`src/rtl/dhb_pkg.sv`:
```
// shared types and constants of the dual h-bridge drive
// command codes, motion state codes, register indexes and reset values
// no dependencies
package dhb_pkg;

    localparam int CFG_IDX_W  = 2;
    localparam int CFG_DATA_W = 16;
    localparam int SPEED_W    = 9;
    localparam int DUR_W      = 16;
    localparam int PWM_W      = 8;

    localparam logic [15:0]      PWM_FULL_SCALE = 16'd255;
    localparam logic [PWM_W-1:0] MAX_SPEED_RST  = 8'd255;
    localparam logic [PWM_W-1:0] MIN_SPEED_RST  = 8'd0;
    localparam logic [DUR_W-1:0] RAMP_DUR_RST   = 16'd500;

    typedef enum logic [CFG_IDX_W-1:0] {
        CFG_MAX_SPEED = 2'd0,
        CFG_MIN_SPEED = 2'd1,
        CFG_RAMP_DUR  = 2'd2
    } t_cfg_idx;

    typedef enum logic [3:0] {
        OP_FWD       = 4'd0,
        OP_BACK      = 4'd1,
        OP_TURN_L    = 4'd2,
        OP_TURN_R    = 4'd3,
        OP_CURVE_L   = 4'd4,
        OP_CURVE_R   = 4'd5,
        OP_SET_L     = 4'd6,
        OP_SET_R     = 4'd7,
        OP_STOP      = 4'd8,
        OP_ESTOP     = 4'd9,
        OP_SOFT      = 4'd10,
        OP_TICK      = 4'd11,
        OP_CAL_START = 4'd12,
        OP_CAL_END   = 4'd13,
        OP_RESET     = 4'd14
    } t_op;

    typedef enum logic [2:0] {
        MODE_STOP    = 3'd0,
        MODE_FWD     = 3'd1,
        MODE_BACK    = 3'd2,
        MODE_TURN_L  = 3'd3,
        MODE_TURN_R  = 3'd4,
        MODE_CURVE_L = 3'd5,
        MODE_CURVE_R = 3'd6,
        MODE_CAL     = 3'd7
    } t_mode;

    // motion state that a motion command selects
    function automatic t_mode mode_of(input logic [3:0] op);
        t_mode m;
        case (op)
            OP_FWD:     m = MODE_FWD;
            OP_BACK:    m = MODE_BACK;
            OP_TURN_L:  m = MODE_TURN_L;
            OP_TURN_R:  m = MODE_TURN_R;
            OP_CURVE_L: m = MODE_CURVE_L;
            OP_CURVE_R: m = MODE_CURVE_R;
            default:    m = MODE_STOP;
        endcase
        return m;
    endfunction

    // magnitude of a signed level
    function automatic logic [SPEED_W-1:0] mag9(input logic signed [SPEED_W-1:0] s);
        logic [SPEED_W-1:0] m;
        m = s[SPEED_W-1] ? SPEED_W'(-s) : SPEED_W'(s);
        return m;
    endfunction

endpackage

```
`src/rtl/dual_h_bridge_drive_with_soft_stop.sv`:
```
// top level of the dual h-bridge drive with soft stop
// command decode, side levels, soft stop ramp with shared serial divider
// depends on dhb_pkg
//
// Each command transaction on the input stream gives exactly one result
// transaction with the bridge pin levels of both sides and the status. Every
// command except a ramp tick that scales the levels loads the result register
// at the accepting edge. A ramp tick that scales the levels is accepted, then
// each side passes through the 8x16 multiplier state and then the shared
// restoring divide step, which produces one quotient bit per cycle. The input is
// ready while no ramp tick is in work and the result register is empty or being
// read out, so the next command is taken no earlier than the edge at which a
// waiting result is read out.
// Configuration is written with i_cfg_we, i_cfg_idx and i_cfg_data; the
// user must write it only while the block is idle, which the block itself does
// not enforce; writes to an unused index are ignored.
module dual_h_bridge_drive_with_soft_stop
    import dhb_pkg::*;
(
    input  logic                  i_clk,
    input  logic                  i_rst_n,
    input  logic                  i_cfg_we,
    input  logic [CFG_IDX_W-1:0]  i_cfg_idx,
    input  logic [CFG_DATA_W-1:0] i_cfg_data,
    input  logic                  s_axis_tvalid,
    output logic                  s_axis_tready,
    // [8:0] left_speed, [17:9] right_speed, [23:18] zero
    input  logic [23:0]           s_axis_tdata,
    // [3:0] operation
    input  logic [3:0]            s_axis_tuser,
    output logic                  m_axis_tvalid,
    input  logic                  m_axis_tready,
    // [0] left_in1, [1] left_in2, [9:2] left_pwm, [10] right_in1, [11] right_in2,
    // [19:12] right_pwm, [22:20] motion_state, [23] rejected, [24] calibrated,
    // [25] ramp_active, [31:26] zero
    output logic [31:0]           m_axis_tdata
);

    typedef enum logic [1:0] {
        S_IDLE,
        S_MUL,
        S_DIV
    } t_state;

    t_state r_state, n_state;

    logic [PWM_W-1:0] r_max, n_max;
    logic [PWM_W-1:0] r_min, n_min;
    logic [DUR_W-1:0] r_dur, n_dur;

    logic signed [SPEED_W-1:0] r_left, n_left;
    logic signed [SPEED_W-1:0] r_right, n_right;
    t_mode                     r_mode, n_mode;
    logic                      r_cal, n_cal;
    logic                      r_ramp_on, n_ramp_on;
    logic [DUR_W-1:0]          r_elapsed, n_elapsed;
    logic signed [SPEED_W-1:0] r_start_l, n_start_l;
    logic signed [SPEED_W-1:0] r_start_r, n_start_r;

    // divider datapath
    logic             r_side, n_side;
    logic [2:0]       r_cnt, n_cnt;
    logic [DUR_W-1:0] r_rem, n_rem;
    logic [7:0]       r_low, n_low;

    logic        r_out_valid, n_out_valid;
    logic [31:0] r_out_data, n_out_data;

    logic                      accept;
    logic [3:0]                op;
    logic signed [SPEED_W-1:0] ls, rs;
    logic [SPEED_W-1:0]        ls_mag, rs_mag;
    logic                      ls_ok, rs_ok;
    logic                      finish;
    logic                      rej;
    logic [DUR_W-1:0]          e_inc;
    logic signed [SPEED_W-1:0] start_sel;
    logic [SPEED_W-1:0]        start_mag;
    logic [23:0]               prod;
    logic [DUR_W:0]            shifted;
    logic [DUR_W:0]            diff;
    logic                      ge;
    logic [7:0]                quot;
    logic signed [SPEED_W-1:0] scaled;
    logic [SPEED_W-1:0]        l_mag, r_mag;

    function automatic logic spd_ok(input logic signed [SPEED_W-1:0] s,
                                    input logic [PWM_W-1:0] lo,
                                    input logic [PWM_W-1:0] hi);
        logic ok;
        ok = (s >= $signed({1'b0, lo})) && (s <= $signed({1'b0, hi}));
        return ok;
    endfunction

    assign s_axis_tready = (r_state == S_IDLE) && (!r_out_valid || m_axis_tready);
    assign accept        = s_axis_tvalid && s_axis_tready;
    assign m_axis_tvalid = r_out_valid;
    assign m_axis_tdata  = r_out_data;

    assign op     = s_axis_tuser;
    assign ls     = $signed(s_axis_tdata[8:0]);
    assign rs     = $signed(s_axis_tdata[17:9]);
    assign ls_mag = mag9(ls);
    assign rs_mag = mag9(rs);
    assign ls_ok  = spd_ok(ls, r_min, r_max);
    assign rs_ok  = spd_ok(rs, r_min, r_max);

    always_comb begin
        n_state     = r_state;
        n_max       = r_max;
        n_min       = r_min;
        n_dur       = r_dur;
        n_left      = r_left;
        n_right     = r_right;
        n_mode      = r_mode;
        n_cal       = r_cal;
        n_ramp_on   = r_ramp_on;
        n_elapsed   = r_elapsed;
        n_start_l   = r_start_l;
        n_start_r   = r_start_r;
        n_side      = r_side;
        n_cnt       = r_cnt;
        n_rem       = r_rem;
        n_low       = r_low;
        n_out_valid = r_out_valid && !m_axis_tready;
        n_out_data  = r_out_data;
        finish      = 1'b0;
        rej         = 1'b0;
        e_inc       = (r_elapsed != {DUR_W{1'b1}}) ? r_elapsed + 1'b1 : r_elapsed;

        start_sel = r_side ? r_start_r : r_start_l;
        start_mag = mag9(start_sel);
        prod      = start_mag[7:0] * (r_dur - r_elapsed);
        shifted   = {r_rem, r_low[7]};
        ge        = shifted >= {1'b0, r_dur};
        diff      = shifted - {1'b0, r_dur};
        quot      = {r_low[6:0], ge};
        scaled    = start_sel[SPEED_W-1] ? -$signed({1'b0, quot}) : $signed({1'b0, quot});

        if (i_cfg_we) begin
            case (i_cfg_idx)
                CFG_MAX_SPEED: begin
                    n_max = ({8'd0, i_cfg_data[7:0]} > PWM_FULL_SCALE) ?
                            PWM_FULL_SCALE[7:0] : i_cfg_data[7:0];
                end
                CFG_MIN_SPEED: begin
                    n_min = (i_cfg_data[7:0] > r_max) ? r_max : i_cfg_data[7:0];
                end
                CFG_RAMP_DUR: n_dur = i_cfg_data;
                default: ;
            endcase
        end

        unique case (r_state)
            S_IDLE: begin
                if (accept) begin
                    finish = 1'b1;
                    unique case (op) inside
                        OP_FWD, OP_BACK, OP_TURN_L, OP_TURN_R: begin
                            if (!ls_ok) begin
                                rej = 1'b1;
                            end else begin
                                n_left  = (op == OP_BACK || op == OP_TURN_L) ? -ls : ls;
                                n_right = (op == OP_BACK || op == OP_TURN_R) ? -ls : ls;
                                n_mode  = mode_of(op);
                            end
                        end
                        OP_CURVE_L, OP_CURVE_R: begin
                            if (!ls_ok || !rs_ok) begin
                                rej = 1'b1;
                            end else begin
                                n_left  = ls;
                                n_right = rs;
                                n_mode  = mode_of(op);
                            end
                        end
                        OP_SET_L: begin
                            if (ls_mag < {1'b0, r_min} || ls_mag > {1'b0, r_max}) begin
                                rej = 1'b1;
                            end else begin
                                n_left = ls;
                            end
                        end
                        OP_SET_R: begin
                            if (rs_mag < {1'b0, r_min} || rs_mag > {1'b0, r_max}) begin
                                rej = 1'b1;
                            end else begin
                                n_right = rs;
                            end
                        end
                        OP_STOP, OP_ESTOP, OP_RESET: begin
                            n_left    = '0;
                            n_right   = '0;
                            n_mode    = MODE_STOP;
                            n_ramp_on = 1'b0;
                            if (op == OP_RESET) begin
                                n_cal = 1'b0;
                            end
                        end
                        OP_SOFT: begin
                            n_ramp_on = 1'b1;
                            n_elapsed = '0;
                            n_start_l = r_left;
                            n_start_r = r_right;
                        end
                        OP_TICK: begin
                            if (r_ramp_on) begin
                                n_elapsed = e_inc;
                                if (e_inc >= r_dur) begin
                                    n_left    = '0;
                                    n_right   = '0;
                                    n_mode    = MODE_STOP;
                                    n_ramp_on = 1'b0;
                                end else begin
                                    // scale both sides before the result goes out
                                    finish  = 1'b0;
                                    n_side  = 1'b0;
                                    n_state = S_MUL;
                                end
                            end
                        end
                        OP_CAL_START: begin
                            n_mode = MODE_CAL;
                            n_cal  = 1'b0;
                        end
                        OP_CAL_END: begin
                            if (r_mode == MODE_CAL) begin
                                n_left    = '0;
                                n_right   = '0;
                                n_mode    = MODE_STOP;
                                n_ramp_on = 1'b0;
                                n_cal     = 1'b1;
                            end
                        end
                        default: ;
                    endcase
                end
            end
            S_MUL: begin
                // numerator below 256*duration, so the upper part starts below the divisor
                n_rem   = prod[23:8];
                n_low   = prod[7:0];
                n_cnt   = '0;
                n_state = S_DIV;
            end
            S_DIV: begin
                n_rem = ge ? diff[DUR_W-1:0] : shifted[DUR_W-1:0];
                n_low = quot;
                n_cnt = r_cnt + 1'b1;
                if (r_cnt == 3'd7) begin
                    if (r_side) begin
                        n_right = scaled;
                        finish  = 1'b1;
                        n_state = S_IDLE;
                    end else begin
                        n_left  = scaled;
                        n_side  = 1'b1;
                        n_state = S_MUL;
                    end
                end
            end
            default: n_state = S_IDLE;
        endcase

        l_mag = mag9(n_left);
        r_mag = mag9(n_right);
        if (finish) begin
            n_out_valid = 1'b1;
            n_out_data  = {6'd0, n_ramp_on, n_cal, rej, n_mode,
                           r_mag[7:0], n_right[SPEED_W-1],
                           (!n_right[SPEED_W-1] && n_right != '0),
                           l_mag[7:0], n_left[SPEED_W-1],
                           (!n_left[SPEED_W-1] && n_left != '0)};
        end
    end

    always_ff @(posedge i_clk) begin
        if (!i_rst_n) begin
            r_state     <= S_IDLE;
            r_max       <= MAX_SPEED_RST;
            r_min       <= MIN_SPEED_RST;
            r_dur       <= RAMP_DUR_RST;
            r_left      <= '0;
            r_right     <= '0;
            r_mode      <= MODE_STOP;
            r_cal       <= 1'b0;
            r_ramp_on   <= 1'b0;
            r_elapsed   <= '0;
            r_start_l   <= '0;
            r_start_r   <= '0;
            r_side      <= 1'b0;
            r_cnt       <= '0;
            r_out_valid <= 1'b0;
        end else begin
            r_state     <= n_state;
            r_max       <= n_max;
            r_min       <= n_min;
            r_dur       <= n_dur;
            r_left      <= n_left;
            r_right     <= n_right;
            r_mode      <= n_mode;
            r_cal       <= n_cal;
            r_ramp_on   <= n_ramp_on;
            r_elapsed   <= n_elapsed;
            r_start_l   <= n_start_l;
            r_start_r   <= n_start_r;
            r_side      <= n_side;
            r_cnt       <= n_cnt;
            r_out_valid <= n_out_valid;
        end
        r_rem      <= n_rem;
        r_low      <= n_low;
        r_out_data <= n_out_data;
    end

`ifndef SYNTHESIS
    // divide step keeps the partial remainder below the divisor
    a_rem_below_dur: assert property (@(posedge i_clk) disable iff (!i_rst_n)
        (r_state == S_DIV) |-> (r_rem < r_dur))
        else $error("partial remainder not below ramp duration");

    // scaling only happens for a running ramp
    a_busy_ramping: assert property (@(posedge i_clk) disable iff (!i_rst_n)
        (r_state != S_IDLE) |-> r_ramp_on)
        else $error("divider busy without a running ramp");

    // the result slot is empty while a ramp tick is in work
    a_busy_slot_free: assert property (@(posedge i_clk) disable iff (!i_rst_n)
        (r_state != S_IDLE) |-> !r_out_valid)
        else $error("result pending while divider busy");

    // min clamp on write holds against the current max
    a_min_clamped: assert property (@(posedge i_clk) disable iff (!i_rst_n)
        (i_cfg_we && i_cfg_idx == CFG_MIN_SPEED) |=> (r_min <= r_max))
        else $error("min speed above max speed after write");
`endif

endmodule
```
`config.mk`:
```
export PLATFORM = sky130hd
export DESIGN_NAME = dual_h_bridge_drive_with_soft_stop
export DESIGN_NICKNAME = d
export VERILOG_FILES = /design/src/rtl/dhb_pkg.sv /design/src/rtl/dual_h_bridge_drive_with_soft_stop.sv
export SDC_FILE = /design/constraint.sdc
export NUM_CORES = 1
export LEC_CHECK = 0
export BUFFER_PORTS_ARGS = -buffer_cell sky130_fd_sc_hd__buf_2
export CAP_MARGIN = 10
export CORE_MARGIN = 4
export CORE_UTILIZATION = 55
export DETAILED_ROUTE_END_ITERATION = 8
export GPL_TIMING_DRIVEN = 0
export PLACE_DENSITY = 0.73
export SLEW_MARGIN = 40
export SYNTH_ARGS = -nofsm -noshare
export SYNTH_HDL_FRONTEND = slang
export SYNTH_SLANG_ARGS = --single-unit
```
`constraint.sdc`:
```
create_clock -name i_clk -period 12.9 [get_ports i_clk]
set_input_delay 2.58 -clock i_clk [delete_from_list [all_inputs] [get_ports i_clk]]
set_output_delay 2.58 -clock i_clk [all_outputs]
set_load 0.01 [all_outputs]
```
Yosys cells after proc, flatten, opt, wreduce, memory -nomap -nowiden
Cells that the tools add are included.
Word-level totals
  bits in registers: 146
  input port bits: 51
  output and inout port bits: 34
  logic and storage cells: 191
Cells by class
  add/sub/neg operators: 10
  $mul: 1
  magnitude comparators: 11
  eq/ne operators: 27
  mux-type cells: 85
  reductions and logical operators: 38
Operators by type and width (number)
  $mux W9: 24
  $pmux W9 S6: 2
  $pmux W16 S2: 2
  $mux W16: 3
  $pmux W3 S6: 2
  $pmux W9 S2: 2
  $mux W8: 4
  $eq A4 B4 Y1 const B: 7
  $mux W1: 26
  $mul A9 B17 Y24: 1
  $neg A8 Y8: 3
  $mux W3: 7
  $ge A9 B9 Y1: 2
  $gt A9 B8 Y1: 2
  $le A9 B9 Y1: 2
  $lt A9 B8 Y1: 2
  $neg A9 Y9: 2
  $reduce_bool A9 Y1: 2
  $ge A17 B16 Y1: 1
  $sub A16 B16 Y17: 1
  $add A16 B1 Y16 const B: 1
  $eq A4 B3 Y1 const B: 4
  $ge A16 B16 Y1: 1
  $ne A16 B16 Y1 const B: 1
  other kinds (32): 68

Longest topological paths before layout
Gate-level depths: netlist (run 1).
  depth after elaboration: 10
  mapped depth: 31
  gate-level depth less buffers: 31

Least setup slack after synthesis (run 1)
OpenSTA, ideal clock, no wires.
  path type: register -> register
  from: register r_elapsed[1]
  to: register r_rem[15], data pin
  setup time: 0.270 ns
  data arrival time: 7.100 ns
  required time: 12.630 ns
  path slack: 5.530 ns
  stages on the path, launching flop included: 32
  buffers on the path: 0
  clock period less this slack: 7.370 ns
  path through: dfxtp_1 > inv_1 > ha_1 > nor2b_1 > o21ai_0 > a21boi_0 > o21ai_0 > nand2b_1 > a21oi_1 > o21ai_0 > o21ai_0 > nand2b_1 > a211oi_1 > nand2_1 > fa_1 > inv_1 > fa_1 > fa_1 > inv_1 > fa_1 > inv_1 > ha_1 > and4_1 > a221oi_1 > o21ai_0 > a41o_1 > o41ai_1 > o21a_1 > o21ai_0 > xnor3_1 > nor2_1 > a21oi_1
On the way
  word-level cells in the longest chain between the ends: 3
Ends and longest elaborated chain
  from (decl): line dual_h_bridge_drive_with_soft_stop.sv:56  | logic [DUR_W-1:0] r_elapsed, n_elapsed;
  from (signal assigned): line dual_h_bridge_drive_with_soft_stop.sv:304  | r_elapsed <= n_elapsed;
  $sub A16 B16 Y17: line dual_h_bridge_drive_with_soft_stop.sv:133  | prod = start_mag[7:0] * (r_dur - r_elapsed);
  $mul A9 B17 Y24: line dual_h_bridge_drive_with_soft_stop.sv:133
  $pmux W16 S2: line dual_h_bridge_drive_with_soft_stop.sv:154  | unique case (r_state)
  net n_rem[15]: line dual_h_bridge_drive_with_soft_stop.sv:63  | logic [DUR_W-1:0] r_rem, n_rem;
  to (signal assigned): line dual_h_bridge_drive_with_soft_stop.sv:311  | r_rem <= n_rem;
  to (decl): line dual_h_bridge_drive_with_soft_stop.sv:63
The timed path passes the listed nets, and every way through them passes these cells.
A chain may end at the register's enable or synchronous reset.

Final worst setup path (run 1)
  from: register r_elapsed[2]
  to: register r_rem[15], data pin
Same word-level chain as after synthesis.

==> results.md, run 1 <==
- All-layer global routing usage: 28.42%
- Post-synthesis average cell area: 8.252 sq um
- Fraction of layout instances using a drive strength above 1: 7.822%
- Arrival time worst endpoint: 8.67 ns
- Stage delay of the slowest cell on the critical path: 0.53 ns
- DRC marker count from the first detailed-route iteration: 1,195
- Final Critical Period: 8.513 ns
- Routed Wire Length: 46,520 um
- Cell taking the most area after synthesis: ha_1
- Setup slack of the critical path after layout: 4.387 ns
- Placement-stage worst setup slack: 4.488 ns
- Register bit count reported by yosys: 146
- Detailed placer's ending HPWL: 38,250 um
- TNS Setup: 0 ns
- Drt wl/cell: 18.95 um
- Largest delay share family, worst path: compound AO/OA/AOI/OAI gates
- CP max stage cell: o41ai_1
- Clock skew after layout: 0.01548 ns
- Endpoints failing hold: 0
- Floorplan core area: 0.02886 sq mm
- Final setup violating endpoints: 0
- YS warnings: 0
- Height of the chip: 179.6 um
- Number of post-CTS setup repair buffers: 0
- Gates resized, CTS repair: 0
- Number of remaining DRC errors: 0
- Maximum capacitance violations: 0
- Total power per unit cell area: 73.16 mW/mm^2
- Quantity of hold-fixing buffers added after cts: 0
- Actual transition at the worst max-transition pin: 0.8644 ns
- Number of detailed-route iterations in the first pass: 7
- Net count, final: 2,391
- Maximum fanout along the worst path: 8
- Ant diodes: 0
- Slew HR: 42.37%
- Cell with the most instances on the worst path: o21ai_0
- Standard-cell rows: 62
- I/O Buffers: 71
- Area of the die: 0.03226 sq mm
- Worst hold margin: 0.4760 ns
- Setup repair after global routing missed its margin: false
- Worst-skew pair later-pin latency: 0.43 ns
- Type of the worst min-delay path: reg2reg
- Starting density of the core: 56.14%
- Worst-case clock buffer depth: 2
- Highest Clock Rate: 117.5 MHz
- Crit path kind: reg2reg
- Placed Instance Area: 0.01709 sq mm
- Final number of max-transition violations: 0
- Fraction of the cycle the final worst path needs: 65.99%
- Run status: completed
- TritonCTS Buffers: 17
- Maximum level of the CTS H-tree: 4
- First-pass GRT wire length: 74,560 um
- Residual overflow from global routing: 0
- Data required time at the worst endpoint: 13.06 ns
- Vias in the first global route: 14,300
- Number of fill cells in the layout: 2,641
- Synthesized area: 0.01620 sq mm
- Number of buffer and inverter stages on the critical path: 4
- Sequential share of the synthesized area: 21.13%
- Chip Width: 179.6 um
- Post-synth EDFFs: 50
- Fraction of registers with async set/reset: 0%
- Post-CTS clock slew at the launch and capture registers of the worst setup and hold paths: 0.07 ns
- Crit end category: register
- I/O pins: 85
- Number of vias in the routed layout: 14,530
- Detail Route Antenna Nets: 0
- Root buffer cell: clkbuf_16
- P_leak: 0.007909 uW
- Clk sink count: 146
- Maximum number of pins on one net before global-route repair: 31
- Number of antenna violations at the first check in global routing: 0
- Gate count of the mapped netlist: 1,963
- TritonCTS clock tree: done
- Yosys top cell area share: 13.67%
- Netlist cell types: 93
- Cell types occupying the most area after synthesis: ha_1, fa_1, dfxtp_1
- Layout Cell Area excl Fill: 0.01770 sq mm
- Final weighted congestion in routability-driven placement: 0.9743
- Vias per std cell: 5.918
- Post-synth top flop: dfxtp_1
- Peak supply drop: 74.88 uV
- Share of the core filled with cells in the final layout: 61.33%
- Area grow syn2layout: 9.253%
- Startpoint types: register
-- cell usage after synthesis, types with 26 or more instances --
master      n
xnor2_1    81
ha_1      177
edfxtp_1   50
inv_1     243
nand3_1    38
nor2_1    220
o211ai_1   26
dfxtp_1    96
clkbuf_1   53
nor3_1     34
a21oi_1   127
xor2_1     28
o21ai_0    76
mux2i_1    37
fa_1      105
nand2b_1   29
nand2_1   200
-- layout make-up --
class                      instances  area [sq um]  share of cell area, %
tap                              384         480.5                  2.715
buffer                            71         315.3                  1.782
inverter                         243         912.1                  5.154
sequential                       146          3423                  19.34
clock buffer                      18         450.4                  2.545
timing repair buffer              71         355.3                  2.008
multi-input combinational       1508         11620                  65.66
clock inverter                    14         140.1                 0.7918
-- flip-flops by register name, indices dropped and copies added, names as in the netlist --
register / count
r_state: 2
r_low: 8
r_max: 8
m_axis_tvalid: 1
r_cnt: 3
r_right: 9
r_ramp_on: 1
r_elapsed: 16
r_start_r: 9
r_cal: 1
m_axis_tdata: 26
r_start_l: 9
r_dur: 16
r_mode: 3
r_side: 1
r_rem: 16
r_left: 9
r_min: 8
-- kinds of logic (layout without fill, tap and decap cells) --
group           after synthesis  in the layout  share of synthesized area [%]
simple gates                654            654                          18.72
compound gates              408            408                          16.81
buf+inv                     314            417                          7.577
fa+ha+maj                   282            282                          26.65
flops                       146            146                          21.13
xor+xnor                    110            110                          6.032
mux                          48             48                          3.051
other cells                   1              6                        0.02315
-- placed cells by master, fill, tap and decap left out, types with 6 or more instances in the layout --
cell | synthesis | layout
a211oi_1 | 13 | 12
a21o_1 | 22 | 22
a21oi_1 | 127 | 127
a221oi_1 | 6 | 6
a22oi_1 | 19 | 19
a31oi_1 | 17 | 17
and2_1 | 20 | 20
and3_1 | 13 | 13
buf_1 | 8 | 8
buf_2 | 0 | 71
buf_4 | 7 | 7
clkbuf_1 | 53 | 53
clkbuf_16 | 0 | 18
conb_1 | 1 | 6
dfxtp_1 | 96 | 96
edfxtp_1 | 50 | 50
fa_1 | 105 | 105
ha_1 | 177 | 176
inv_1 | 243 | 243
mux2_2 | 11 | 11
mux2i_1 | 37 | 37
nand2_1 | 200 | 199
nand2b_1 | 29 | 29
nand3_1 | 38 | 38
nand3b_1 | 6 | 6
nand4_1 | 14 | 14
nor2_1 | 220 | 220
nor2b_1 | 16 | 16
nor3_1 | 34 | 34
nor4_1 | 13 | 13
o211ai_1 | 26 | 26
o21a_1 | 14 | 14
o21ai_0 | 76 | 76
o21ai_1 | 6 | 6
o31ai_1 | 8 | 8
or2_2 | 7 | 7
or3_1 | 14 | 14
xnor2_1 | 81 | 77
xor2_1 | 28 | 27
-- per-layer routing --
| metal | wire length, um | global-route usage (%) |
|---|---|---|
| met1 | 19750 | 36.84 |
| met3 | 2628 | 3.274 |
| met5 | 0 | 0 |
| met2 | 22590 | 49.21 |
| met4 | 1555 | 10.15 |
-- final timing paths --
path,slack [ns],startpoint,cells after the start,endpoint
max,4.39,r_elapsed[2],30,r_rem[15]
min,0.48,r_cnt[2],2,r_cnt[2]
max reg2reg,4.39,r_elapsed[2],30,r_rem[15]
min reg2reg,0.48,r_cnt[2],2,r_cnt[2]
-- per-stage QoR --
stage	power [uW]	std cells
final	1295	2455
after detailed placement	800.3	2423
after global routing	1351	2455
after global placement	793.2	2423
after CTS	1296	2455
after floorplan	708.8	1968
-- worst min-delay path, cell delays in order (launching register included) --
cell	delay [ns]
dfxtp_1	0.32
nand2b_1	0.06
a21oi_1	0.05
-- where the power goes --
group,switching (uW),internal (uW)
Clock,230,267
Sequential,11.5,495
Combinational,186,105
Total,428,867
(Power assumes the default switching activity.)
==> run 2, diff against run 1 <==
Clock period 12.9 ns to 8.8 ns, I/O delays scaled along.
==> results.md, run 2 (synthesis results as in run 1) <==
- Total power per unit cell area: 107.4 mW/mm^2 (was 73.16 mW/mm^2)
- Endpoints failing hold: 0 (unchanged)
- TritonCTS clock tree: done (unchanged)
- Startpoint types: register (unchanged)
- Vias per std cell: 5.904 (was 5.918)
- Slack of the worst reg-to-reg path: 0.68 ns (was 4.39 ns)
- Number of vias in the routed layout: 14,500 (was 14,530)
- Max FFs per register: 26 (unchanged)
- P_leak: 0.007932 uW (was 0.007909 uW)
- Final weighted congestion in routability-driven placement: 0.9743 (unchanged)
- Placement-stage worst setup slack: 0.3878 ns (was 4.488 ns)
- Drt wl/cell: 18.95 um (about the same)
- Maximum fanout along the worst path: 6 (was 8)
- Endpoint of the most critical register-to-register path: r_rem[15] (unchanged)
- Data required time at the worst endpoint: 8.96 ns (was 13.06 ns)
- Maximum level of the CTS H-tree: 4 (unchanged)
- Maximum number of pins on one net before global-route repair: 31 (unchanged)
- Height of the chip: 179.6 um (unchanged)
- Cell with the most instances on the worst path: o21ai_0 (unchanged)
- Starting density of the core: 56.14% (unchanged)
- Final std cells w/o fill: 2,456 (was 2,455)
- DP Cell Count: 2,423 (unchanged)
- Root buffer cell: clkbuf_16 (unchanged)
- Source of the worst register-to-register timing path: r_elapsed[1] (was r_elapsed[2])
- Worst hold margin: 0.4758 ns (was 0.4760 ns)
- Actual transition at the worst max-transition pin: 0.8552 ns (was 0.8644 ns)
- Clock skew after layout: 0.01305 ns (was 0.01548 ns)
- I/O pins: 85 (unchanged)
- Residual overflow from global routing: 0 (unchanged)
- Most used cells in the layout excluding fill and tap cells: inv_1, nor2_1, nand2_1 (unchanged)
- Type of the worst min-delay path: reg2reg (unchanged)
- Final number of max-transition violations: 0 (unchanged)
- Crit path kind: reg2reg (unchanged)
- Leading cell type in the layout, fill and taps excluded: inv_1 (unchanged)
- TNS Setup: 0 ns (unchanged)
- Final setup violating endpoints: 0 (unchanged)
- Floorplan core area: 0.02886 sq mm (unchanged)
- Length in cells of the worst reg-to-reg path: 31 (was 30)
- Clk sink count: 146 (unchanged)
- Cell depth of the worst hold path: 2 (unchanged)
- End of the worst hold path: r_cnt[2] (unchanged)
- Highest Clock Rate: 123.1 MHz (was 117.5 MHz)
- Number of detailed-route iterations in the first pass: 8 (was 7)
- Number of remaining DRC errors: 0 (unchanged)
- Number of antenna violations at the first check in global routing: 0 (unchanged)
- Quantity of hold-fixing buffers added after cts: 0 (unchanged)
- Run status: completed (unchanged)
- DRC marker count from the first detailed-route iteration: 1,106 (was 1,195)
- Routed Wire Length: 46,530 um (was 46,520 um)
- Crit end category: register (unchanged)
- Vias in the first global route: 14,300 (unchanged)
- All-layer global routing usage: 28.42% (unchanged)
- Setup repair after global routing missed its margin: false (unchanged)
- Chip Width: 179.6 um (unchanged)
- Worst-case clock buffer depth: 2 (unchanged)
- Area of the die: 0.03226 sq mm (unchanged)
- Hold path start: r_cnt[2] (unchanged)
- Setup slack of the critical path after layout: 0.6792 ns (was 4.387 ns)
- Maximum capacitance violations: 0 (unchanged)
- Detailed placer's ending HPWL: 38,250 um (unchanged)
- Fraction of layout instances using a drive strength above 1: 7.963% (was 7.822%)
- CP max stage cell: fa_1 (was o41ai_1)
- Worst-skew pair later-pin latency: 0.43 ns (about the same)
- Ant diodes: 0 (unchanged)
- Fraction of the cycle the final worst path needs: 92.28% (was 65.99%)
- Detail Route Antenna Nets: 0 (unchanged)
- Final Critical Period: 8.121 ns (was 8.513 ns)
- TritonCTS Buffers: 17 (unchanged)
- Standard-cell rows: 62 (unchanged)
- Slew HR: 42.99% (was 42.37%)
- Arrival time worst endpoint: 8.28 ns (was 8.67 ns)
- Number of fill cells in the layout: 2,637 (was 2,641)
- I/O Buffers: 71 (unchanged)
- Stage delay of the slowest cell on the critical path: 0.54 ns (was 0.53 ns)
- Total Power: 1904 uW (was 1295 uW)
- Peak supply drop: 109.7 uV (was 74.88 uV)
- First-pass GRT wire length: 74,560 um (unchanged)
- Post-CTS clock slew at the launch and capture registers of the worst setup and hold paths: 0.07 ns (about the same)
- Area grow syn2layout: 9.439% (was 9.253%)
- Net count, final: 2,392 (was 2,391)
## run 2: repair_timing
| item | in CTS | in global routing |
|---|---|---|
| setup endpoints to repair | 0 | 1 |
| resized for setup | 0 | 4 |
| buffers inserted | 0 | 1 |
## run 2: report_power, final
| group | switching [uW] | internal (uW) |
|---|---|---|
| sequential | 16.8 | 725 |
| clock | 341 | 392 |
| combinational | 274 | 155 |
## run 2: final cells by class
class,instances,area [sq um],area share (%)
multi-input combinational,1508,11640,65.68
sequential,146,3423,19.31
inverter,243,912.1,5.145
tap,384,480.5,2.710
clock buffer,18,450.4,2.541
timing repair buffer,72,362.8,2.047
buffer,71,315.3,1.779
clock inverter,14,140.1,0.7905
## run 2: worst max-delay path by stage
stage / start / endpoint / slack (ns) / cells after the start
after global routing: r_elapsed[1] / r_rem[15] / 0.1 / 31
final: r_elapsed[1] / r_rem[15] / 0.68 / 31
after detailed placement: r_elapsed[2] / r_rem[15] / 0.39 / 30
after global placement: r_elapsed[2] / r_rem[15] / 0.18 / 30
after CTS: r_elapsed[2] / r_rem[15] / 0.34 / 30
after floorplan: r_elapsed[1] / r_rem[15] / 1.43 / 31
## run 2: per-stage QoR
stage	cell area (sq um)	util, %
global placement	17050	59.10
detailed placement	17090	59.23
floorplan	16220	-
finish	17730	61.43
global route	17730	61.43
CTS	17680	61.28
## run 2: critical path, delay by kind of cell, from the launching register on
family / cells / cell delay [ns]
xor+xnor: 2 / 0.63
compound gates: 15 / 3.32
flops: 1 / 0.49
fa+ha+maj: 6 / 2.64
buf+inv: 4 / 0.27
simple gates: 4 / 0.51
## run 2: layer usage
metal	vias to the layer above	share of wire (%)	global-route usage (%)
met5	-	0	0
met4	0	3.3	10.15
met3	84	5.6	3.274
met2	535	48	49.21
met1	6957	43	36.84
li1	6923	-	-
